`src/hdl/cdjd_pkg.sv`:
```
// shared types, constants and the month table for the julian day converter
package cdjd_pkg;

  localparam int unsigned IN_BYTES  = 8;
  localparam int unsigned OUT_BYTES = 8;

  // day length in microseconds is ODD << SHIFT
  localparam logic signed [24:0] DAY_ODD   = 25'sd10546875;
  localparam int unsigned        DAY_SHIFT = 13;

  localparam logic signed [63:0] HALF_DAY_US   = 64'sd43200000000;
  localparam logic signed [63:0] GREG_LIMIT_US = 64'sd198647424000000000;
  localparam logic signed [63:0] GAP_VALUE_US  = 64'sd198647467200000000;
  localparam logic signed [63:0] OUT_MAX       = 64'sd576460752303423487;
  localparam logic signed [63:0] OUT_MIN       = -64'sd576460752303423488;

  localparam logic [36:0] US_PER_HOUR = 37'd3600000000;
  localparam logic [31:0] US_PER_MIN  = 32'd60000000;
  localparam logic signed [37:0] US_PER_SEC = 38'sd1000000;

  localparam logic signed [16:0] YEAR_BIAS  = 17'sd4716;
  localparam logic signed [26:0] YEAR_MUL   = 27'sd1461;
  localparam logic signed [11:0] DAY_BIAS   = 12'sd1524;
  // floor(y/100) via reciprocal on a biased, non-negative year
  localparam logic signed [16:0] CENT_OFS   = 17'sd16400;
  localparam logic [31:0]        CENT_RECIP = 32'd41944;
  localparam logic signed [9:0]  CENT_BIAS  = 10'sd164;

  localparam logic [14:0] GAP_YEAR  = 15'd1582;
  localparam logic [3:0]  GAP_MONTH = 4'd10;
  localparam logic [4:0]  GAP_FIRST = 5'd5;
  localparam logic [4:0]  GAP_LAST  = 5'd14;

  typedef struct packed {
    logic signed [14:0] year;
    logic [3:0]         month;
    logic [4:0]         day;
    logic [4:0]         hour;
    logic [5:0]         minute;
    logic [5:0]         second;
    logic [19:0]        microsecond;
  } date_t;

  // front end result: whole day count, century correction, time of day
  typedef struct packed {
    logic signed [24:0] days;
    logic signed [9:0]  corr;
    logic signed [40:0] tod_us;
    logic               gap;
  } front_t;

  typedef struct packed {
    logic signed [63:0] base_us;
    logic signed [63:0] corr_us;
    logic               gap;
  } scale_t;

  typedef struct packed {
    logic [59:0] julian_day_us;
    logic        gap_date;
  } result_t;

  // floor(30.6001*(m+1)) with january/february as months 13/14
  function automatic logic [8:0] month_days(input logic [3:0] m);
    logic [8:0] r;
    case (m)
      4'd0:    r = 9'd397;
      4'd1:    r = 9'd428;
      4'd2:    r = 9'd459;
      4'd3:    r = 9'd122;
      4'd4:    r = 9'd153;
      4'd5:    r = 9'd183;
      4'd6:    r = 9'd214;
      4'd7:    r = 9'd244;
      4'd8:    r = 9'd275;
      4'd9:    r = 9'd306;
      4'd10:   r = 9'd336;
      4'd11:   r = 9'd367;
      4'd12:   r = 9'd397;
      4'd13:   r = 9'd428;
      4'd14:   r = 9'd459;
      default: r = 9'd489;
    endcase
    return r;
  endfunction

endpackage

```
`src/hdl/cdjd_front.sv`:
```
// stages one and two: date terms, century correction and time of day
module cdjd_front (
  input  logic                 clk,
  input  logic [1:0]           en,
  input  cdjd_pkg::date_t      date,
  input  logic signed [16:0]   utc_off,
  output cdjd_pkg::front_t     front
);
  import cdjd_pkg::*;

  typedef struct packed {
    logic signed [26:0] year_term;
    logic signed [11:0] md_term;
    logic [31:0]        cent_prod;
    logic [36:0]        h_us;
    logic [31:0]        m_us;
    logic signed [37:0] s_us;
    logic [19:0]        us;
    logic               gap;
  } s1_t;

  s1_t    s1_r, s1_nxt;
  front_t s2_r, s2_nxt;

  logic               early;
  logic signed [15:0] ya;
  logic signed [16:0] yp;
  logic [15:0]        yu;
  logic signed [17:0] sdiff;
  logic signed [9:0]  cent;

  always_comb begin
    early = (date.month < 4'd3);
    ya    = early ? (16'(date.year) - 16'sd1) : 16'(date.year);
    yp    = 17'(ya) + YEAR_BIAS;
    yu    = 16'(17'(ya) + CENT_OFS);
    sdiff = 18'($signed({1'b0, date.second})) - 18'(utc_off);

    s1_nxt.year_term = 27'(yp) * YEAR_MUL;
    s1_nxt.md_term   = 12'($signed({1'b0, month_days(date.month)}))
                     + 12'($signed({1'b0, date.day})) - DAY_BIAS;
    s1_nxt.cent_prod = 32'(yu) * CENT_RECIP;
    s1_nxt.h_us      = 37'(date.hour) * US_PER_HOUR;
    s1_nxt.m_us      = 32'(date.minute) * US_PER_MIN;
    s1_nxt.s_us      = 38'(sdiff) * US_PER_SEC;
    s1_nxt.us        = date.microsecond;
    s1_nxt.gap       = (date.year == $signed(GAP_YEAR)) && (date.month == GAP_MONTH)
                     && (date.day >= GAP_FIRST) && (date.day <= GAP_LAST);
  end

  always_comb begin
    cent          = $signed(s1_r.cent_prod[31:22]) - CENT_BIAS;
    s2_nxt.days   = 25'(s1_r.year_term >>> 2) + 25'(s1_r.md_term);
    s2_nxt.corr   = 10'sd2 - cent + (cent >>> 2);
    s2_nxt.tod_us = 41'($signed({1'b0, s1_r.h_us})) + 41'($signed({1'b0, s1_r.m_us}))
                  + 41'(s1_r.s_us) + 41'($signed({1'b0, s1_r.us}));
    s2_nxt.gap    = s1_r.gap;
  end

  always_ff @(posedge clk) begin
    if (en[0]) begin
      s1_r <= s1_nxt;
    end
    if (en[1]) begin
      s2_r <= s2_nxt;
    end
  end

  assign front = s2_r;

endmodule

```
`src/hdl/cdjd_scale.sv`:
```
// stages three and four: scale days to microseconds and add time of day
module cdjd_scale (
  input  logic              clk,
  input  logic [1:0]        en,
  input  cdjd_pkg::front_t  front,
  output cdjd_pkg::scale_t  scale
);
  import cdjd_pkg::*;

  typedef struct packed {
    logic signed [48:0] day_prod;
    logic signed [33:0] corr_prod;
    logic signed [40:0] tod_us;
    logic               gap;
  } s3_t;

  s3_t    s3_r, s3_nxt;
  scale_t s4_r, s4_nxt;

  always_comb begin
    s3_nxt.day_prod  = 49'(front.days) * 49'(DAY_ODD);
    s3_nxt.corr_prod = 34'(front.corr) * 34'(DAY_ODD);
    s3_nxt.tod_us    = front.tod_us;
    s3_nxt.gap       = front.gap;
  end

  always_comb begin
    s4_nxt.base_us = (64'(s3_r.day_prod) <<< DAY_SHIFT) - HALF_DAY_US + 64'(s3_r.tod_us);
    s4_nxt.corr_us = 64'(s3_r.corr_prod) <<< DAY_SHIFT;
    s4_nxt.gap     = s3_r.gap;
  end

  always_ff @(posedge clk) begin
    if (en[0]) begin
      s3_r <= s3_nxt;
    end
    if (en[1]) begin
      s4_r <= s4_nxt;
    end
  end

  assign scale = s4_r;

endmodule

```
`src/hdl/cdjd_final.sv`:
```
// stages five and six: gregorian correction, saturation and gap override
module cdjd_final (
  input  logic              clk,
  input  logic [1:0]        en,
  input  cdjd_pkg::scale_t  scale,
  output cdjd_pkg::result_t res
);
  import cdjd_pkg::*;

  typedef struct packed {
    logic signed [63:0] jd_us;
    logic               gap;
  } s5_t;

  s5_t     s5_r, s5_nxt;
  result_t s6_r, s6_nxt;
  logic signed [63:0] sat;

  always_comb begin
    s5_nxt.jd_us = (scale.base_us > GREG_LIMIT_US) ? (scale.base_us + scale.corr_us)
                                                   : scale.base_us;
    s5_nxt.gap   = scale.gap;
  end

  always_comb begin
    if (s5_r.gap) begin
      sat = GAP_VALUE_US;
    end else if (s5_r.jd_us > OUT_MAX) begin
      sat = OUT_MAX;
    end else if (s5_r.jd_us < OUT_MIN) begin
      sat = OUT_MIN;
    end else begin
      sat = s5_r.jd_us;
    end
    s6_nxt.julian_day_us = sat[59:0];
    s6_nxt.gap_date      = s5_r.gap;
  end

  always_ff @(posedge clk) begin
    if (en[0]) begin
      s5_r <= s5_nxt;
    end
    if (en[1]) begin
      s6_r <= s6_nxt;
    end
  end

  assign res = s6_r;

endmodule

```
`src/hdl/calendar_date_to_julian_day.sv`:
```
// calendar date and time to julian day in signed microseconds, top level
//
//  channel  direction  handshake              payload
//  cfg      in         cfg_valid / cfg_ready  cfg_data: utc_offset_seconds
//  in       in         in_tvalid / in_tready  in_tdata: date and time fields
//  out      out        out_tvalid / out_tready out_tdata, out_tuser
//
// six register stages, one beat in and one beat out per cycle while out_tready is high.
// each stage loads when it is empty or the stage after it moves, so bubbles close up
// and a stalled output holds every stage behind it without loss.
// reset clears the stage valid bits and the utc offset; cfg_ready is always high.
module calendar_date_to_julian_day (
  input  logic        clk,
  input  logic        rst_n,
  input  logic        cfg_valid,
  output logic        cfg_ready,
  input  logic [16:0] cfg_data,    // utc_offset_seconds
  input  logic        in_tvalid,
  output logic        in_tready,
  // year[14:0] month[18:15] day[23:19] hour[28:24] minute[34:29] second[40:35]
  // microsecond[60:41], zero fill [63:61]
  input  logic [cdjd_pkg::IN_BYTES*8-1:0]  in_tdata,
  output logic        out_tvalid,
  input  logic        out_tready,
  // julian_day_us[59:0], zero fill [63:60]
  output logic [cdjd_pkg::OUT_BYTES*8-1:0] out_tdata,
  output logic        out_tuser    // gap_date
);
  import cdjd_pkg::*;

  localparam int unsigned STAGES = 6;

  logic signed [16:0] utc_off_r, utc_off_nxt;
  logic [STAGES-1:0]  vld_r, vld_nxt;
  logic [STAGES-1:0]  en;
  date_t              date;
  front_t             front;
  scale_t             scale;
  result_t            res;

  assign cfg_ready = 1'b1;
  assign utc_off_nxt = (cfg_valid && cfg_ready) ? $signed(cfg_data) : utc_off_r;

  always_comb begin
    en[STAGES-1] = !vld_r[STAGES-1] || out_tready;
    for (int k = STAGES - 2; k >= 0; k--) begin
      en[k] = !vld_r[k] || en[k+1];
    end
    vld_nxt = vld_r;
    if (en[0]) begin
      vld_nxt[0] = in_tvalid;
    end
    for (int k = 1; k < STAGES; k++) begin
      if (en[k]) begin
        vld_nxt[k] = vld_r[k-1];
      end
    end
  end

  always_ff @(posedge clk) begin
    if (!rst_n) begin
      vld_r     <= '0;
      utc_off_r <= '0;
    end else begin
      vld_r     <= vld_nxt;
      utc_off_r <= utc_off_nxt;
    end
  end

  assign date.year        = $signed(in_tdata[14:0]);
  assign date.month       = in_tdata[18:15];
  assign date.day         = in_tdata[23:19];
  assign date.hour        = in_tdata[28:24];
  assign date.minute      = in_tdata[34:29];
  assign date.second      = in_tdata[40:35];
  assign date.microsecond = in_tdata[60:41];

  cdjd_front u_front (
    .clk     (clk),
    .en      (en[1:0]),
    .date    (date),
    .utc_off (utc_off_r),
    .front   (front)
  );

  cdjd_scale u_scale (
    .clk   (clk),
    .en    (en[3:2]),
    .front (front),
    .scale (scale)
  );

  cdjd_final u_final (
    .clk   (clk),
    .en    (en[5:4]),
    .scale (scale),
    .res   (res)
  );

  assign in_tready  = en[0];
  assign out_tvalid = vld_r[STAGES-1];
  assign out_tdata  = {{(OUT_BYTES*8-60){1'b0}}, res.julian_day_us};
  assign out_tuser  = res.gap_date;

endmodule
```
`config.mk`:
```
export PLATFORM = sky130hd
export DESIGN_NAME = calendar_date_to_julian_day
export DESIGN_NICKNAME = d
export VERILOG_FILES = /design/src/hdl/cdjd_pkg.sv /design/src/hdl/cdjd_front.sv /design/src/hdl/cdjd_scale.sv /design/src/hdl/cdjd_final.sv /design/src/hdl/calendar_date_to_julian_day.sv
export SDC_FILE = /design/constraint.sdc
export NUM_CORES = 2
export LEC_CHECK = 0
export ABC_AREA = 1
export BUFFER_PORTS_ARGS = -buffer_cell sky130_fd_sc_hd__buf_2
export CORE_MARGIN = 8
export CORE_UTILIZATION = 40
export CTS_CLUSTER_DIAMETER = 150
export DETAILED_ROUTE_END_ITERATION = 7
export HOLD_SLACK_MARGIN = 0.02
export PLACE_DENSITY = 0.54
export SLEW_MARGIN = 20
export SYNTH_ARGS = -nofsm -noshare
export SYNTH_HDL_FRONTEND = slang
export SYNTH_HIERARCHICAL = 1
export SYNTH_SLANG_ARGS = --single-unit
```
`constraint.sdc`:
```
create_clock -name clk -period 7.2 [get_ports clk]
set_input_delay 1.08 -clock clk [delete_from_list [all_inputs] [get_ports clk]]
set_output_delay 1.08 -clock clk [all_outputs]
set_load 0.02 [all_outputs]
```
==> qor.txt <==
run status = finished clean
ys flop type = edfxtp_1
Final Critical Period = 6.80 ns
die footprint = 194,000 sq um
multi-input logic area = 45,900 sq um
post-synthesis instance area = 72,200 sq um
storage element area = 17,800 sq um
synth warn = 6
max-cap violations = 0
DRT Wirelength = 196,000 um
chip width = 441 um
flops & latches, synth = 600
Post-DRT Antenna Nets = 0
CTS sink count = 600
gr ovfl total = 0
fin cells = 11,600
Post-synth EDFFs = 577
antenna violations before repair = 3
worst clock skew = 0.0299 ns
number of port buffers = 145
Critical Path Slowest Stage Cell = fa_1
# fillers = 18,000
Slew Viols, Final = 0
DRC violations left = 0
top cells by area, synth = edfxtp_1, ha_1, fa_1
Clk Latency, worst-skew pair = 0.69 ns
period utilisation layout = 94.4%
CTS tree = yes
CTS Buffer Depth = 3
Worst Path Arrival = 7.21 ns
Vias/cell = 4.73
layout cells sized above 1 = 8.15%
Synth Instances = 8,728
WL/cell = 16.8 um
Hold Slack = 0.407 ns
critical path class = in2reg
critical path peak fanout = 3
gp weighted congestion = 0.945
Critical Path RT = 7.61 ns
Final nets = 11,000
cts bufs inserted = 73
worst slew pin tran = 1.11 ns
cell count after placement = 11,500
FP Rows = 156
HPWL after detailed placement = 171,000 um
flop-to-flop setup slack = 0.52 ns
class of the worst hold path = reg2reg
hold_buf cts = 0
P&R area growth vs syn = 11.5%
crit-path max cell delay = 0.55 ns
Initial DRT Pass Iterations = 6
mean post-synth cell area = 8.27 sq um
ys async rst share = 0%
Total GRT Usage = 20.1%
area leader, netlist = edfxtp_1
register area share after synthesis = 24.6%
CP Capture Type = flop
CTS Root Cell = clkbuf_16
RSZ-0062 raised after global routing = no
DR vias = 55,100
first-pass GRT wire length = 310,000 um
I/O pins = 154
Clock transition at path regs = 0.08 ns
most frequent CP cell = fa_1
Core ar. = 180,000 sq um
Setup violations, final = 0
Yosys top cell area share = 24.0%
Hold Violations, Final = 0
synth unique cells = 65
largest net degree at the start of global routing = 124
die height = 441 um
Initial Util = 40.1%
Rel. slew slack = 25.7%
fmax = 147 MHz
Initial DRC Count = 2,971
vias in the first global route = 56,700
Startpoint Class = primary input
H-tree lvl count = 3
-- critical path, delay by kind of cell --
family / cells / cell delay (ns)
buffers and inverters: 5 / 0.29
AO/OA/AOI/OAI: 2 / 0.29
adder cells (fa/ha/maj): 9 / 3.55
XOR/XNOR: 2 / 0.33
AND/OR/NAND/NOR: 9 / 1.67
-- worst paths after layout --
path,startpoint,to,depth (start not counted)
max,in_tdata[35],u_front/s1_r[56],27
min,u_scale/s3_r[63],u_scale/scale[35],0
max reg2reg,utc_off_r[1],u_front/s1_r[56],31
min reg2reg,u_scale/s3_r[63],u_scale/scale[35],0
-- cells in the final DEF, fill, tap and decap left out, types with 29 or more instances in the layout --
master / instances
buf_2: 145
nor3_1: 74
nand3_1: 280
o21bai_1: 31
nand2_1: 1953
inv_2: 29
clkbuf_16: 73
a21oi_1: 397
ha_1: 1053
xor2_1: 245
inv_1: 2172
nand2_2: 35
nor2_1: 526
fa_1: 611
nand4_1: 70
o21ai_0: 176
buf_4: 316
xnor2_1: 108
edfxtp_1: 577
o21ai_1: 31
-- cell type report --
| class | count | share of cell area [%] |
|---|---|---|
| multi-input cells | 5869 | 57.0 |
| inverters | 2203 | 10.3 |
| well taps | 2370 | 3.68 |
| flip-flops and latches | 600 | 22.1 |
| repair buffers | 462 | 3.87 |
| clock buffers | 81 | 2.31 |
| diodes | 2 | 0.00622 |
| clock inverters | 49 | 0.814 |
-- registers in the layout, indices dropped and copies added (netlist names) --
signal,flops
u_final/res,61
vld_r,6
u_front/s1_r,150
u_scale/s3_r,125
utc_off_r,17
u_final/s5_r,65
u_scale/scale,99
u_front/front,77
-- cell usage after synthesis, types with 31 or more instances --
master    number
fa_1         611
ha_1        1059
nor3_1        78
nand2_2       34
nand2_1     1955
nor2_1       528
xor2_1       247
o21ai_0      176
nand3_1      281
nand4_1       70
buf_4         40
inv_1       2174
o21ai_1       31
a21oi_1      398
o21bai_1      31
edfxtp_1     577
xnor2_1      108
-- repair_timing --
action / in CTS / in global routing
gates resized for setup: 0 / 6
endpoints found under the setup margin: 0 / 7
buffers inserted: 0 / 0
-- routing by layer --
metal / GRT usage, % / share of wire (%) / routed length (um) / vias up
met5: 0 / 0.0066 / 13 / -
met4: 4.85 / 2.6 / 5020 / 2
met3: 1.83 / 3.2 / 6350 / 222
met2: 34.8 / 47 / 92200 / 895
met1: 27.2 / 47 / 91900 / 25800
li1: - / - / - / 28100
-- per-stage QoR --
| step | area [sq um] | setup TNS, ns | setup WS, ns | utilization (%) |
|---|---|---|---|---|
| 2_1_floorplan | 72400 | 0 | 0.0177 | - |
| 3_3_place_gp | 78000 | -3.80 | -0.326 | 43.3 |
| 3_5_place_dp | 78000 | -5.99 | -0.498 | 43.3 |
| 4_1_cts | 80500 | 0 | 0.261 | 44.7 |
| 5_1_grt | 80500 | 0 | 0.0145 | 44.7 |
| 6_report | 80500 | 0 | 0.405 | 44.7 |
-- cell families after synthesis --
| kind of cell | count (synthesis) | share of synthesized area (%) |
|---|---|---|
| compound gates | 741 | 5.64 |
| xor+xnor | 358 | 4.39 |
| fa+ha+maj | 1670 | 35.3 |
| buf+inv | 2274 | 12.1 |
| flops | 600 | 24.6 |
| mux | 1 | 0.0139 |
| other cells | 3 | 0.0156 |
| simple gates | 3081 | 17.9 |
Power is not shown: default switching activity piles up to over one toggle a cycle in this logic, so the estimate is an artifact.
